**src/hw/rtl/b2da_pkg.sv**
```systemverilog
// shared types and constants for the binary to decimal ascii converter
// no dependencies; used by b2da_dabble and binary_to_decimal_ascii
package b2da_pkg;

   // decimal digit storage, enough for any value up to 64 bits
   localparam int DIGIT_SLOTS = 20;
   localparam int DIGIT_W     = 4;
   localparam int BCD_BITS    = DIGIT_SLOTS * DIGIT_W;
   localparam int COUNT_W     = $clog2(DIGIT_SLOTS + 1);

   // field widths
   localparam int VALUE_W   = 64;
   localparam int CHAR_W    = 6;
   localparam int BUF_W     = 8;

   // parameter defaults
   localparam int VALUE_BITS_DEF = 64;
   localparam int MAX_DIGITS_DEF = 20;

   // register reset and character constants
   localparam logic [BUF_W-1:0]  BUF_SIZE_RESET = 8'd21;
   localparam logic [CHAR_W-1:0] ASCII_ZERO     = 6'd48;
   localparam logic [CHAR_W-1:0] ASCII_NINE     = 6'd57;
   localparam logic [CHAR_W-1:0] CHAR_NONE      = 6'd0;

   // status from the conversion unit to the sequencer
   typedef struct packed {
      logic busy;
      logic done;
   } dab_status_type;

endpackage

```
**src/hw/rtl/binary_to_decimal_ascii.sv**
```systemverilog
// binary to decimal ascii converter, top level: handshakes, buffer size register, digit output
// depends on b2da_pkg and b2da_dabble
//
// channel   direction  transfer fields
// req_*     in         tdata[63:0] value
// rsp_*     out        tdata[5:0] digit_char (zero padded to 8), tlast last, tuser overflow
// csr_*     in         data[7:0] buffer_size
//
// an item runs the serial double dabble over all VALUE_BITS bits, then sends one result per digit
// (or one overflow result instead of the digits)
// the dabble loop takes one bit per cycle; one value is converted at a time
// reset is synchronous; buffer_size returns to 21
// a stalled rsp_tready holds the current result; req_tready is high only while idle
module binary_to_decimal_ascii #(
   parameter int VALUE_BITS = b2da_pkg::VALUE_BITS_DEF,
   parameter int MAX_DIGITS = b2da_pkg::MAX_DIGITS_DEF
) (
   input  logic        clock,
   input  logic        reset,
   // value
   input  logic [63:0] req_tdata,
   input  logic        req_tvalid,
   output logic        req_tready,
   // digit_char[5:0], zero [7:6]
   output logic [7:0]  rsp_tdata,
   output logic        rsp_tlast,
   // overflow
   output logic        rsp_tuser,
   output logic        rsp_tvalid,
   input  logic        rsp_tready,
   // buffer_size
   input  logic [7:0]  csr_data,
   input  logic        csr_valid,
   output logic        csr_ready
);

   localparam int CW = b2da_pkg::COUNT_W;

   typedef enum logic [1:0] {
      ST_IDLE,
      ST_CONVERT,
      ST_EMIT
   } state_type;

   state_type                        state_ff, state_in;
   logic [b2da_pkg::BCD_BITS-1:0]    digits_ff, digits_in;
   logic [CW-1:0]                    ndig_ff, ndig_in;
   logic [CW-1:0]                    left_ff, left_in;
   logic                             ovf_ff, ovf_in;
   logic [b2da_pkg::BUF_W-1:0]       buf_size_ff, buf_size_in;
   logic                             rsp_valid_ff, rsp_valid_in;
   logic [b2da_pkg::CHAR_W-1:0]      rsp_char_ff, rsp_char_in;
   logic                             rsp_last_ff, rsp_last_in;
   logic                             rsp_ovf_ff, rsp_ovf_in;

   b2da_pkg::dab_status_type         dab_status;
   logic [b2da_pkg::BCD_BITS-1:0]    dab_bcd;
   logic [CW-1:0]                    dab_count;
   logic                             req_xfer;
   logic [b2da_pkg::DIGIT_W-1:0]     top_digit;

   assign req_xfer = req_tvalid && req_tready;

   // serial conversion unit
   b2da_dabble #(
      .VALUE_BITS (VALUE_BITS)
   ) u_dabble (
      .clock  (clock),
      .reset  (reset),
      .start  (req_xfer),
      .value  (req_tdata[VALUE_BITS-1:0]),
      .status (dab_status),
      .bcd    (dab_bcd),
      .count  (dab_count)
   );

   // most significant remaining digit sits at a fixed place for the whole item
   always_comb begin
      top_digit = '0;
      for (int i = 0; i < b2da_pkg::DIGIT_SLOTS; i++) begin
         if (CW'(i) == ndig_ff - CW'(1)) begin
            top_digit = digits_ff[i*b2da_pkg::DIGIT_W +: b2da_pkg::DIGIT_W];
         end
      end
   end

   // sequencer and output register
   always_comb begin
      state_in     = state_ff;
      digits_in    = digits_ff;
      ndig_in      = ndig_ff;
      left_in      = left_ff;
      ovf_in       = ovf_ff;
      buf_size_in  = buf_size_ff;
      rsp_valid_in = rsp_valid_ff;
      rsp_char_in  = rsp_char_ff;
      rsp_last_in  = rsp_last_ff;
      rsp_ovf_in   = rsp_ovf_ff;

      // result taken by the sink
      if (rsp_valid_ff && rsp_tready) begin
         rsp_valid_in = 1'b0;
      end

      // buffer size write
      if (csr_valid) begin
         buf_size_in = csr_data;
      end

      unique case (state_ff)
         ST_IDLE: begin
            if (req_xfer) begin
               state_in = ST_CONVERT;
            end
         end
         ST_CONVERT: begin
            if (dab_status.done) begin
               digits_in = dab_bcd;
               ndig_in   = dab_count;
               left_in   = dab_count;
               ovf_in    = (dab_count > CW'(MAX_DIGITS)) ||
                           ({{(b2da_pkg::BUF_W-CW){1'b0}}, dab_count} >= buf_size_ff);
               state_in  = ST_EMIT;
            end
         end
         ST_EMIT: begin
            if (!rsp_valid_ff || rsp_tready) begin
               rsp_valid_in = 1'b1;
               if (ovf_ff) begin
                  rsp_char_in = b2da_pkg::CHAR_NONE;
                  rsp_last_in = 1'b1;
                  rsp_ovf_in  = 1'b1;
                  state_in    = ST_IDLE;
               end else begin
                  rsp_char_in = b2da_pkg::ASCII_ZERO +
                                {{(b2da_pkg::CHAR_W-b2da_pkg::DIGIT_W){1'b0}}, top_digit};
                  rsp_last_in = (left_ff == CW'(1));
                  rsp_ovf_in  = 1'b0;
                  digits_in   = {digits_ff[b2da_pkg::BCD_BITS-b2da_pkg::DIGIT_W-1:0],
                                 {b2da_pkg::DIGIT_W{1'b0}}};
                  left_in     = left_ff - CW'(1);
                  if (left_ff == CW'(1)) begin
                     state_in = ST_IDLE;
                  end
               end
            end
         end
         default: begin
            state_in = ST_IDLE;
         end
      endcase
   end

   always_ff @(posedge clock) begin
      digits_ff   <= digits_in;
      ndig_ff     <= ndig_in;
      left_ff     <= left_in;
      ovf_ff      <= ovf_in;
      rsp_char_ff <= rsp_char_in;
      rsp_last_ff <= rsp_last_in;
      rsp_ovf_ff  <= rsp_ovf_in;
      if (reset) begin
         state_ff     <= ST_IDLE;
         buf_size_ff  <= b2da_pkg::BUF_SIZE_RESET;
         rsp_valid_ff <= 1'b0;
      end else begin
         state_ff     <= state_in;
         buf_size_ff  <= buf_size_in;
         rsp_valid_ff <= rsp_valid_in;
      end
   end

   assign req_tready = (state_ff == ST_IDLE);
   assign rsp_tvalid = rsp_valid_ff;
   assign rsp_tdata  = {2'b00, rsp_char_ff};
   assign rsp_tlast  = rsp_last_ff;
   assign rsp_tuser  = rsp_ovf_ff;
   assign csr_ready  = 1'b1;

   // an overflow result is a single final result with no character
   a_ovf_shape: assert property (@(posedge clock) disable iff (reset)
      rsp_valid_ff && rsp_ovf_ff |-> rsp_last_ff && rsp_char_ff == b2da_pkg::CHAR_NONE)
      else $error("overflow result malformed");

   // a digit result always carries a decimal ascii character
   a_digit_char: assert property (@(posedge clock) disable iff (reset)
      rsp_valid_ff && !rsp_ovf_ff |->
         rsp_char_ff >= b2da_pkg::ASCII_ZERO && rsp_char_ff <= b2da_pkg::ASCII_NINE)
      else $error("digit result outside 0 to 9");

   // an accepted value starts the conversion unit at once
   a_start_convert: assert property (@(posedge clock) disable iff (reset)
      req_xfer |=> state_ff == ST_CONVERT && dab_status.busy)
      else $error("conversion did not start");

   // the conversion unit only finishes while the sequencer waits for it
   a_done_in_convert: assert property (@(posedge clock) disable iff (reset)
      dab_status.done |-> state_ff == ST_CONVERT)
      else $error("conversion finished outside the convert phase");

   // digits still to send stay within the digit count
   a_left_range: assert property (@(posedge clock) disable iff (reset)
      state_ff == ST_EMIT && !ovf_ff |-> left_ff != '0 && left_ff <= ndig_ff)
      else $error("remaining digit count out of range");

endmodule

```
**src/hw/rtl/b2da_dabble.sv**
```systemverilog
// bit-serial double dabble unit: one binary bit enters the bcd register per cycle
// depends on b2da_pkg
module b2da_dabble #(
   parameter int VALUE_BITS = b2da_pkg::VALUE_BITS_DEF
) (
   input  logic                               clock,
   input  logic                               reset,
   input  logic                               start,
   input  logic [VALUE_BITS-1:0]              value,
   output b2da_pkg::dab_status_type           status,
   output logic [b2da_pkg::BCD_BITS-1:0]      bcd,
   output logic [b2da_pkg::COUNT_W-1:0]       count
);

   localparam int BITS_W = $clog2(VALUE_BITS + 1);

   logic [VALUE_BITS-1:0]            bin_ff, bin_in;
   logic [b2da_pkg::BCD_BITS-1:0]    bcd_ff, bcd_in;
   logic [b2da_pkg::COUNT_W-1:0]     count_ff, count_in;
   logic [BITS_W-1:0]                bits_ff, bits_in;
   logic                             busy_ff, busy_in;
   logic                             done_ff, done_in;

   logic [b2da_pkg::BCD_BITS-1:0]    adjusted;
   logic [b2da_pkg::BCD_BITS-1:0]    shifted;
   logic                             grow;

   // add three to every digit of five or more, then shift in the next bit
   always_comb begin
      adjusted = bcd_ff;
      for (int i = 0; i < b2da_pkg::DIGIT_SLOTS; i++) begin
         if (bcd_ff[i*b2da_pkg::DIGIT_W +: b2da_pkg::DIGIT_W] >= 4'd5) begin
            adjusted[i*b2da_pkg::DIGIT_W +: b2da_pkg::DIGIT_W] =
               bcd_ff[i*b2da_pkg::DIGIT_W +: b2da_pkg::DIGIT_W] + 4'd3;
         end
      end
      shifted = {adjusted[b2da_pkg::BCD_BITS-2:0], bin_ff[VALUE_BITS-1]};
   end

   // the digit count grows by at most one per doubling
   always_comb begin
      grow = 1'b0;
      for (int i = 0; i < b2da_pkg::DIGIT_SLOTS; i++) begin
         if (b2da_pkg::COUNT_W'(i) == count_ff &&
             shifted[i*b2da_pkg::DIGIT_W +: b2da_pkg::DIGIT_W] != '0) begin
            grow = 1'b1;
         end
      end
   end

   // next state of the conversion
   always_comb begin
      bin_in   = bin_ff;
      bcd_in   = bcd_ff;
      count_in = count_ff;
      bits_in  = bits_ff;
      busy_in  = busy_ff;
      done_in  = 1'b0;
      if (start) begin
         bin_in   = value;
         bcd_in   = '0;
         count_in = b2da_pkg::COUNT_W'(1);
         bits_in  = BITS_W'(VALUE_BITS);
         busy_in  = 1'b1;
      end else if (busy_ff) begin
         bin_in   = {bin_ff[VALUE_BITS-2:0], 1'b0};
         bcd_in   = shifted;
         count_in = count_ff + b2da_pkg::COUNT_W'(grow);
         bits_in  = bits_ff - BITS_W'(1);
         if (bits_ff == BITS_W'(1)) begin
            busy_in = 1'b0;
            done_in = 1'b1;
         end
      end
   end

   always_ff @(posedge clock) begin
      bin_ff   <= bin_in;
      bcd_ff   <= bcd_in;
      count_ff <= count_in;
      bits_ff  <= bits_in;
      if (reset) begin
         busy_ff <= 1'b0;
         done_ff <= 1'b0;
      end else begin
         busy_ff <= busy_in;
         done_ff <= done_in;
      end
   end

   assign status.busy = busy_ff;
   assign status.done = done_ff;
   assign bcd         = bcd_ff;
   assign count       = count_ff;

   // completion follows the last shift and ends the busy phase
   a_done_after_busy: assert property (@(posedge clock) disable iff (reset)
      done_ff |-> !busy_ff && $past(busy_ff))
      else $error("conversion finished without a running conversion");

   // the digit count never exceeds the bcd register
   a_count_range: assert property (@(posedge clock) disable iff (reset)
      busy_ff |-> count_ff != '0 && count_ff <= b2da_pkg::COUNT_W'(b2da_pkg::DIGIT_SLOTS))
      else $error("digit count out of range");

   // the least significant stored digit is decimal when a conversion finishes
   a_digits_decimal: assert property (@(posedge clock) disable iff (reset)
      done_ff |-> bcd_ff[b2da_pkg::DIGIT_W-1:0] <= 4'd9)
      else $error("least significant digit is not decimal");

endmodule
```
**config.mk**
```make
export PLATFORM = sky130hd
export DESIGN_NAME = binary_to_decimal_ascii
export DESIGN_NICKNAME = d
export VERILOG_FILES = /design/src/hw/rtl/b2da_pkg.sv /design/src/hw/rtl/binary_to_decimal_ascii.sv /design/src/hw/rtl/b2da_dabble.sv
export SDC_FILE = /design/constraint.sdc
export NUM_CORES = 1
export LEC_CHECK = 0
export ABC_AREA = 1
export BUFFER_PORTS_ARGS = -buffer_cell sky130_fd_sc_hd__buf_2
export CAP_MARGIN = 20
export CORE_ASPECT_RATIO = 0.6
export CORE_MARGIN = 4
export CORE_UTILIZATION = 30
export CTS_CLUSTER_SIZE = 28
export DETAILED_ROUTE_END_ITERATION = 10
export SYNTH_ARGS = -nofsm -noshare
export SYNTH_HDL_FRONTEND = slang
export SYNTH_SLANG_ARGS = --single-unit
```
**constraint.sdc**
```tcl
create_clock -name clock -period 6.3 [get_ports clock]
set_input_delay 0.63 -clock clock [delete_from_list [all_inputs] [get_ports clock]]
set_output_delay 0.63 -clock clock [all_outputs]
set_load 0.05 [all_outputs]
```
==> out/qor.yml, run 1 <==
synthesis:
  synth_top_area_share: 0.364
  ys_ff_latch: 267
  yosys_most_used_dff: "edfxtp_1"
  synth_top_cell_by_area: "edfxtp_1"
  synth_top_cells_by_count: "nand2_1 (437), inv_1 (172), edfxtp_1 (162)"
  synth_edf_count: 162
  yosysWarnings: 0
  synth-async-reset-ratio: 0
  syn_inst: 1557
  synth_area_um2: 13300
  yosys-top-cells-area: "edfxtp_1 (36%), dfxtp_1 (16%), nand2_1 (12%)"
  avgSynthCellArea_um2: 8.57
  yosysMostFrequentCell: "nand2_1"
  synth-seq-area-share: 0.522
  ys_types: 48
routing:
  vias: 10740
  postRouteAntennaNets: 0
  drt-wirelength-per-cell_um: 15.0
  dr.first_iter.drc_count: 1184
  drc: 0
  vias_per_cell: 4.84
  firstDrtPassIters: 5
  routed_wl_um: 33200
hold_path:
  hp-start: "csr_data[4]"
  min_delay_path_depth: 3
  whs_endpoint: "buf_size_ff[4]"
  hold_class: "primary input to flop"
placed_design:
  gp_congestion: 0.840
  portBuffers: 86
  dp_cells: 2172
  dp_hpwl_um: 23700
layout:
  layoutNonFillerInstCount: 2221
  syn2layout_area_growth_pct: 14.3
  drive_gt1_frac: 0.119
  nNetsFinal: 1751
setup_path:
  r2r_cells: 15
  crit_family: "compound AO/OA/AOI/OAI gates"
  regToRegEndpoint: "u_dabble.count[2]"
  startpoint_type: "flop"
  crit_path_end_kind: "flop"
  cp_slowest_cell: "o21ai_0"
  path_cells: "inv_1 > ha_1 > o21ai_0 > nand2_1 > o21ai_0 > nand4_1 > a221oi_1 > nand3_1 > nand2_1 > nand4_1 > ha_1 > ha_1 > nand2_1 > o21ai_0 > a21oi_1"
  ff2ff_setup_slack_ns: 3.07
  worst-setup-path-type: "flop to flop"
  cp_data_required_time_ns: 6.76
  cp_max_fo: 4
  worstPathArrival_ns: 3.68
  reg2reg_from: "u_dabble.bcd[16]"
  slowest_delay_ns: 0.42
  crit_buf_inv: 1
sta:
  relSlewSlack: 0.295
  clock_skew_ns: 0.00846
  min_period_ns: 3.23
  hold_viol_final: 0
  rsz0062_at_grt: "false"
  drv_slew: 0
  min_period_over_period: 0.512
  setup_tns_ns: 0
  finalSetupViolCount: 0
  worst_pin_slew_ns: 1.06
  fmax_mhz: 310
floorplanning:
  rows: 59
  initial_core_util: 0.306
  die-area_um2: 48000
  ios: 90
  die_w_um: 280
  die_h_um: 171
  core_region_area_um2: 43600
clock_network:
  clock_latency_ns: 0.53
  numCtsBuffers: 25
  clock-root-buffer: "clkbuf_16"
  clkSinkCount: 267
  cts_tree: "done"
  htreeDepth: 1
  postCtsResizedCells: 0
  path_clk_slew_ns: 0.07
  post_cts.repair.setup_buffers: 0
  cts.path.max_buffers: 3
  hold_buffers: 0
power:
  leakage_nw: 6.06
  ir_drop_v: 0.000142
  p_per_area_nw_per_um2: 288
global_routing:
  grt_overflow: 0
  grt_pass1_wl_um: 52100
  first_global_vias: 9466
  antenna_found_initial: 3
  track_usage: 0.133
  grt_max_degree: 119
job:
  drv_cap: 0
run_status:
  outcome: "finished, final reports clean"
where the power goes:
| group | total, W | switching (W) | leakage (nW) | internal (W) |
|---|---|---|---|---|
| Sequential | 0.00222 | 0.0000912 | 2.42 | 0.00213 |
| Combinational | 0.000591 | 0.000424 | 3.25 | 0.000167 |
| Clock | 0.00159 | 0.000684 | 0.397 | 0.000902 |
routing by layer:
metal	vias up	GRT usage	wire, µm
li1	5351	-	-
met1	5057	0.226	18000
met2	290	0.172	12800
met3	38	0.0250	2060
met4	4	0.0172	412
met5	-	0	20
logic make-up after synthesis:
group / count (synthesis) / synth area share
AND/OR/NAND/NOR: 656 / 0.212
XOR/XNOR: 35 / 0.0230
buffers and inverters: 249 / 0.0725
AO/OA/AOI/OAI: 297 / 0.122
adder cells (fa/ha/maj): 51 / 0.0478
flip-flops: 267 / 0.522
other: 2 / 0.000563
worst register-to-register path, delay by kind of cell (launching register included):
| kind | cells | cell delay [ns] |
|---|---|---|
| adders and majority gates | 3 | 0.67 |
| DFF | 1 | 0.37 |
| and+or+nand+nor | 6 | 0.82 |
| AOI/OAI and AO/OA | 5 | 1.18 |
| buffers and inverters | 1 | 0.12 |
sequential cells by signal (all words and copies together), names as in the netlist, 2 cells and up:
name	flops
u_dabble.bcd	80
ndig_ff	5
state_ff	2
u_dabble.bin_ff	64
u_dabble.count	5
rsp_char_ff	5
digits_ff	80
buf_size_ff	8
left_ff	5
u_dabble.bits_ff	7
stage by stage:
stage / utilization / total power, W / worst slack (ns) / instance area (µm²) / hold WS, ns
final: 0.350 / 0.00440 / 3.07 / 15300 / 0.330
after global routing: 0.350 / 0.00461 / 2.76 / 15300 / 0.322
after CTS: 0.348 / 0.00442 / 2.37 / 15200 / 0.314
after detailed placement: 0.329 / 0.00283 / 2.22 / 14300 / 0.440
after global placement: 0.329 / 0.00282 / 2.23 / 14300 / 0.440
after floorplan: - / 0.00266 / 0.650 / 13400 / 0.421
cell type report:
class | instances | area [µm²]
multi-input combinational | 1042 | 5440
timing repair buffer | 95 | 551
clock buffer | 32 | 692
antenna | 1 | 2.50
fill | 4444 | 28400
inverter | 192 | 726
tap | 579 | 724
sequential | 267 | 6970
clock inverter | 13 | 154
worst max-delay path by stage:
stage / end / start / depth (start not counted)
4_1_cts: u_dabble.bcd[29] / state_ff[0] / 8
3_5_place_dp: u_dabble.bcd[29] / req_tvalid / 8
5_1_grt: u_dabble.count[2] / u_dabble.bcd[16] / 15
2_1_floorplan: digits_ff[0] / state_ff[1] / 5
6_report: u_dabble.count[2] / u_dabble.bcd[16] / 15
3_3_place_gp: u_dabble.bin_ff[20] / req_tvalid / 7
layout by cell type, fill, tap and decap left out, types with 3 or more instances in the layout:
cell type     n
o21ai_0     151
xor2_1       33
nor2_1       89
nor4_1        3
nand2_2       5
or2_0         4
clkinv_2      3
clkinvlp_4    6
nor3_1        7
a21oi_1      53
dfxtp_1     105
clkbuf_16    25
clkbuf_1      3
nand2_1     436
buf_4         6
ha_1         51
nand4_1      48
o22ai_1      78
conb_1        3
buf_2        86
bufinv_16     3
inv_2        16
clkbuf_8      4
nand3_1      29
nor3_2        3
or2_2        15
nor2_2        4
edfxtp_1    162
clkinv_1      3
inv_1       172
Power figures use the tool's default switching activity.
==> run 2, diff against run 1 <==
- ABC_AREA: 1 -> 0
- clock period: 6.3 -> 2.61 ns (I/O delays scaled with it)
==> run 2 against run 1 <==
The flow now finishes with violations (negative setup slack). Sequential power is 130% higher. Synthesized cell count is 0.71% higher. First-iteration DRC count is 5.4% lower. Clock skew is 0.014 ns higher. Global-route usage is 3.3 points higher. Worst setup slack worse by 3.3 ns. Sequential cell count stayed put. Clock power grew to 2.6 times the previous value. Cell area is 23% higher. Hold slack worse by 0.30 ns. Clock-buffer cell count is 8 higher. Via count is 17% higher. Largest cell class unchanged.
==> out/qor.yml, run 2 <==
power:
  power_w: 0.0120
  leakage_nw: 7.71
  p_per_area_nw_per_um2: 640
  ir_drop_v: 0.000523
placed_design:
  dpl_worst_slack_ns: -0.423
  gp_congestion: 0.934
  dp_hpwl_um: 29900
  portBuffers: 86
setup_path:
  slowest_delay_ns: 0.35
  crit_buf_inv: 1
  worstPathArrival_ns: 3.31
  path_cells: "inv_2 > ha_2 > nand2b_4 > a21o_1 > or3_4 > a211oi_4 > o32ai_4 > a221oi_2 > o221ai_2 > ha_2 > ha_4 > nand4_1 > xor2_1 > nor2_1"
  crit_path_frequent_cell: "ha_2"
  cp_max_fo: 3
  startpoint_type: "flop"
  cp_slowest_cell: "or3_4"
  crit_path_end_kind: "flop"
  cp_data_required_time_ns: 3.06
  crit_family: "compound AO/OA/AOI/OAI gates"
  worst-setup-path-type: "flop to flop"
  ff2ff_setup_slack_ns: -0.25
routing:
  dr.first_iter.drc_count: 1120
  wl_met2_um: 17300
  vias_per_cell: 4.91
  vias: 12526
  firstDrtPassIters: 5
  postRouteAntennaNets: 0
  met1Wirelength_um: 21100
  wl_met3_um: 4040
  dr.max_layer_used: "met4"
  drt-wirelength-per-cell_um: 16.9
  routed_wl_um: 43200
  drc: 0
global_routing:
  antenna_found_initial: 0
  grt_pass1_wl_um: 67000
  first_global_vias: 12116
  grt_overflow: 0
  track_usage: 0.166
  grt_max_degree: 103
synthesis:
  synth-seq-area-share: 0.497
  yosys_most_used_dff: "edfxtp_1"
  synth_top_cell_by_area: "edfxtp_1"
  synth_edf_count: 162
  yosys-top-cells-area: "edfxtp_1 (35%), dfxtp_1 (15%), nand2_1 (11%)"
  synth_top_cells_by_count: "nand2_1 (418), edfxtp_1 (162), nor2_1 (117)"
  synth_top_area_share: 0.347
  synth-async-reset-ratio: 0
  ys_types: 63
  syn_inst: 1568
  ys_ff_latch: 267
  synth_area_um2: 14000
  avgSynthCellArea_um2: 8.95
  yosysWarnings: 0
  yosysMostFrequentCell: "nand2_1"
layout:
  diodes: 0
  multi_input_area_um2: 6810
  nFillCells: 4606
  register_area_um2: 6990
  syn2layout_area_growth_pct: 34.0
  fin_util: 0.406
  nNetsFinal: 2027
  layout_commonest_cell: "nand2_1"
  drive_gt1_frac: 0.235
  final_cell_mix: "nand2_1 (416), buf_4 (223), edfxtp_1 (162)"
clock_network:
  cts_tree: "done"
  clock-root-buffer: "clkbuf_16"
  clock_latency_ns: 0.57
  clkSinkCount: 267
  cts.path.max_buffers: 3
  numCtsBuffers: 28
  htreeDepth: 1
  path_clk_slew_ns: 0.06
floorplanning:
  rows: 61
  die-area_um2: 50400
  core_region_area_um2: 46300
  ios: 90
  die_w_um: 287
  initial_core_util: 0.303
  die_h_um: 175
sta:
  drv_slew: 0
  finalWorstSetupSlack_ns: -0.247
  setup_tns_ns: -0.924
  clock_skew_ns: 0.0227
  relSlewSlack: 0.438
  rsz0062_at_grt: "true"
  min_period_ns: 2.86
  fmax_mhz: 350
  hold_viol_final: 0
  worst_pin_slew_ns: 0.843
  finalSetupViolCount: 5
  min_period_over_period: 1.09
run_status:
  outcome: "finished, violations left"
  violations: "negative setup slack"
job:
  drv_cap: 0
hold_path:
  hold_class: "primary input to flop"
run 2: changes by cell type after synthesis, moves of 23 or more:
cell / change
a21oi_1: +37
inv_1: -110
mux2i_1: +64
nand2b_1: +25
nand4_1: -44
nor2_1: +27
o21ai_0: -35
o22ai_1: -73
xnor2_1: +23
xor2_1: -27
run 2: worst reg2reg max path, cell delays in order, from the launching register on:
cell and delay [ns]:
dfxtp_2 0.34, inv_2 0.05, ha_2 0.16, nand2b_4 0.13
a21o_1 0.18, or3_4 0.35, a211oi_4 0.26, o32ai_4 0.14
a221oi_2 0.35, o221ai_2 0.14, ha_2 0.21, ha_4 0.16
nand4_1 0.09, xor2_1 0.15, nor2_1 0.05
run 2: cell families after synthesis:
logic type / synth area share
AO/OA/AOI/OAI: 0.129
XOR/XNOR: 0.0194
adder cells (fa/ha/maj): 0.0455
buffers and inverters: 0.0429
flip-flops: 0.497
multiplexers: 0.0577
other: 0.000535
AND/OR/NAND/NOR: 0.208
run 2: metal layers:
metal | vias to the layer above | GRT usage
met5 | - | 0
met4 | 0 | 0.0263
met3 | 52 | 0.0533
met2 | 376 | 0.232
met1 | 6007 | 0.253
li1 | 6091 | -
run 2: worst paths after layout:
kind | start | endpoint | cells past startpoint
worst max-delay path | u_dabble.bcd[29] | u_dabble.count[4] | 14
worst min register to register | u_dabble.done_ff | state_ff[0] | 1
worst max register to register | u_dabble.bcd[29] | u_dabble.count[4] | 14
worst min-delay path | rsp_tready | rsp_tvalid | 4
run 2: what timing repair did:
| item | in CTS | in global routing |
|---|---|---|
| pin swaps | 17 | 13 |
| endpoints found under the setup margin | 5 | 6 |
| gates resized for setup | 41 | 22 |
| setup buffers | 4 | 2 |
| hold buffers | 72 | 0 |
| hold endpoints to repair | 72 | 0 |
run 2: metrics by stage:
| step | hold WS, ns | std cells | instance area, µm² |
|---|---|---|---|
| 2_1_floorplan | 0.344 | 1569 | 14100 |
| 3_3_place_gp | 0.438 | 2422 | 16800 |
| 3_5_place_dp | 0.457 | 2422 | 16800 |
| 4_1_cts | 0.00568 | 2549 | 18700 |
| 5_1_grt | 0.0389 | 2551 | 18800 |
| 6_report | 0.0316 | 2551 | 18800 |
run 2: where the power goes:
group | switching (W) | leakage, nW | internal (W)
logic | 0.00145 | 4.86 | 0.00134
registers | 0.000227 | 2.40 | 0.00482
clock network | 0.00183 | 0.454 | 0.00235
run 2: final cells by class:
class,instances,area share
repair buffers,391,0.161
clock buffers,40,0.0424
clock inverters,12,0.00806
inverters,62,0.0124
flip-flops and latches,267,0.372
multi-input cells,1149,0.362
well taps,630,0.0419
==> run 3, diff against run 2 <==
- GPL_TIMING_DRIVEN: unset -> 0
==> run 3 against run 2 <==
Sequential power about the same. The flow still finishes with violations (negative setup slack). Sequential share of layout area up 2.5 points. Highest routed layer unchanged. Fmax down 3.7%. Global-route usage up 1.6 points. Critical endpoint unchanged.
==> out/qor.yml, run 3 (synthesized netlist as in run 2, its figures left out) <==
global_routing:
  grt_max_degree: 65
  grt_overflow: 0
  grt-busiest-layer: "met1"
  use_met2: 0.251
  track_usage: 0.182
  first_global_vias: 11897
  globalRouteMet1Util: 0.280
  grt_pass1_wl_um: 71200
  antenna_found_initial: 0
  use_met3: 0.0608
layout:
  final_cell_mix: "nand2_1 (416), edfxtp_1 (162), nor2_1 (114)"
  diodes: 0
  nNetsFinal: 1906
  fin_util: 0.382
  syn2layout_area_growth_pct: 26.0
  layout_commonest_cell: "nand2_1"
  drive_gt1_frac: 0.170
  design_area_um2: 17700
sta:
  rsz0062_at_grt: "true"
  fmax_mhz: 337
  worst_pin_slew_ns: 1.12
  clock_skew_ns: 0.00890
  min_period_over_period: 1.14
  hold_viol_final: 0
  min_period_ns: 2.97
  relSlewSlack: 0.254
  finalWorstSetupSlack_ns: -0.357
  drv_slew: 0
  finalSetupViolCount: 5
routing:
  vias_per_cell: 5.10
  dr.first_iter.drc_count: 1201
  routed_wl_um: 47400
  firstDrtPassIters: 5
  vias: 12390
  drt-wirelength-per-cell_um: 19.5
  postRouteAntennaNets: 0
  drc: 0
hold_path:
  hold_class: "primary input to flop"
floorplanning:
  ios: 90
  die_w_um: 287
  die_h_um: 175
  die-area_um2: 50400
  rows: 61
  core_region_area_um2: 46300
  initial_core_util: 0.303
power:
  leakage_nw: 6.86
  p_per_area_nw_per_um2: 643
  ir_drop_v: 0.000390
run_status:
  outcome: "finished, violations left"
  violations: "negative setup slack"
setup_path:
  worst-setup-path-type: "flop to flop"
  cp_max_fo: 3
  startpoint_type: "flop"
  cp_data_required_time_ns: 3.04
  worstPathArrival_ns: 3.40
  crit_path_end_kind: "flop"
clock_network:
  cts.path.max_buffers: 3
  clkSinkCount: 267
  cts_tree: "done"
  clock_latency_ns: 0.56
  clock-root-buffer: "clkbuf_16"
  numCtsBuffers: 26
  path_clk_slew_ns: 0.07
  htreeDepth: 1
placed_design:
  gp_congestion: 0.931
  portBuffers: 85
  dpl_cell_area_um2: 15400
  dp_hpwl_um: 33500
job:
  drv_cap: 0
[run 3: cell types whose count changed in the layout (fill, tap and decap cells not counted), sizes merged]
cell         delta
clkbuf         +62
clkinv          +5
dlygate4sd3     -1
buf           -186
clkinvlp        -1
inv             -2
[run 3: cell type report]
| class | instances | area (µm²) |
|---|---|---|
| Clock inverter | 14 | 126 |
| Buffer | 88 | 422 |
| Timing Repair Buffer | 184 | 1390 |
| Inverter | 62 | 240 |
| Tap cell | 630 | 788 |
| Sequential cell | 267 | 7010 |
| Fill cell | 4654 | 28600 |
| Multi-Input combinational cell | 1149 | 7010 |
| Clock buffer | 34 | 691 |
[run 3: power breakdown]
part / switching (W) / internal, W / total, W / leakage, nW
registers: 0.000246 / 0.00483 / 0.00507 / 2.41
logic: 0.00147 / 0.00103 / 0.00250 / 4.05
clock network: 0.00172 / 0.00207 / 0.00379 / 0.396
total: 0.00344 / 0.00792 / 0.0114 / 6.86
[run 3: per-layer routing]
layer / routed length, µm / vias to the layer above / share of wire
met5: 0 / - / 0
met4: 624 / 0 / 0.013
met3: 5480 / 49 / 0.12
met2: 18600 / 537 / 0.39
met1: 22600 / 5954 / 0.48
li1: - / 5850 / -
[run 3: per-stage QoR]
stage	setup slack [ns]	setup TNS (ns)	hold WS, ns	power [W]	cells
after floorplan	-0.598	-50.87	0.344	0.00640	1569
after global routing	-0.460	-1.90	0.0260	0.0119	2428
final	-0.357	-1.29	0.0328	0.0114	2428
after CTS	-0.313	-1.16	0.00900	0.0112	2427
after detailed placement	-1.66	-9.75	0.448	0.00710	2290
after global placement	-1.81	-199.38	0.442	0.00704	2284
[run 3: path summary, 6_finish.rpt]
path                startpoint             endpoint  slack (ns)  cells after the start
max           u_dabble.bcd[45]    u_dabble.count[4]       -0.36                     14
min reg2reg  u_dabble.count[2]           ndig_ff[2]        0.48                      0
max reg2reg   u_dabble.bcd[45]    u_dabble.count[4]       -0.36                     14
min              req_tdata[63]  u_dabble.bin_ff[63]        0.03                      3
[run 3: critical path, stage by stage, from the launching register on]
cell      delay [ns]
dfxtp_2         0.36
inv_4           0.06
ha_4            0.15
nand2b_4        0.13
a21o_1          0.16
and3_1          0.16
o211ai_1        0.44
nand4_1         0.16
a311o_1         0.43
o221ai_2        0.12
ha_4            0.20
ha_4            0.12
nand4_1         0.11
xor2_1          0.20
nor2_1          0.05
[run 3: repair_timing]
item	4_1_cts	5_1_grt
pin swaps	20	14
hold buffers	71	0
endpoints found under the hold margin	70	0
endpoints found under the setup margin	79	25
setup buffers	18	4
resized for setup	105	59
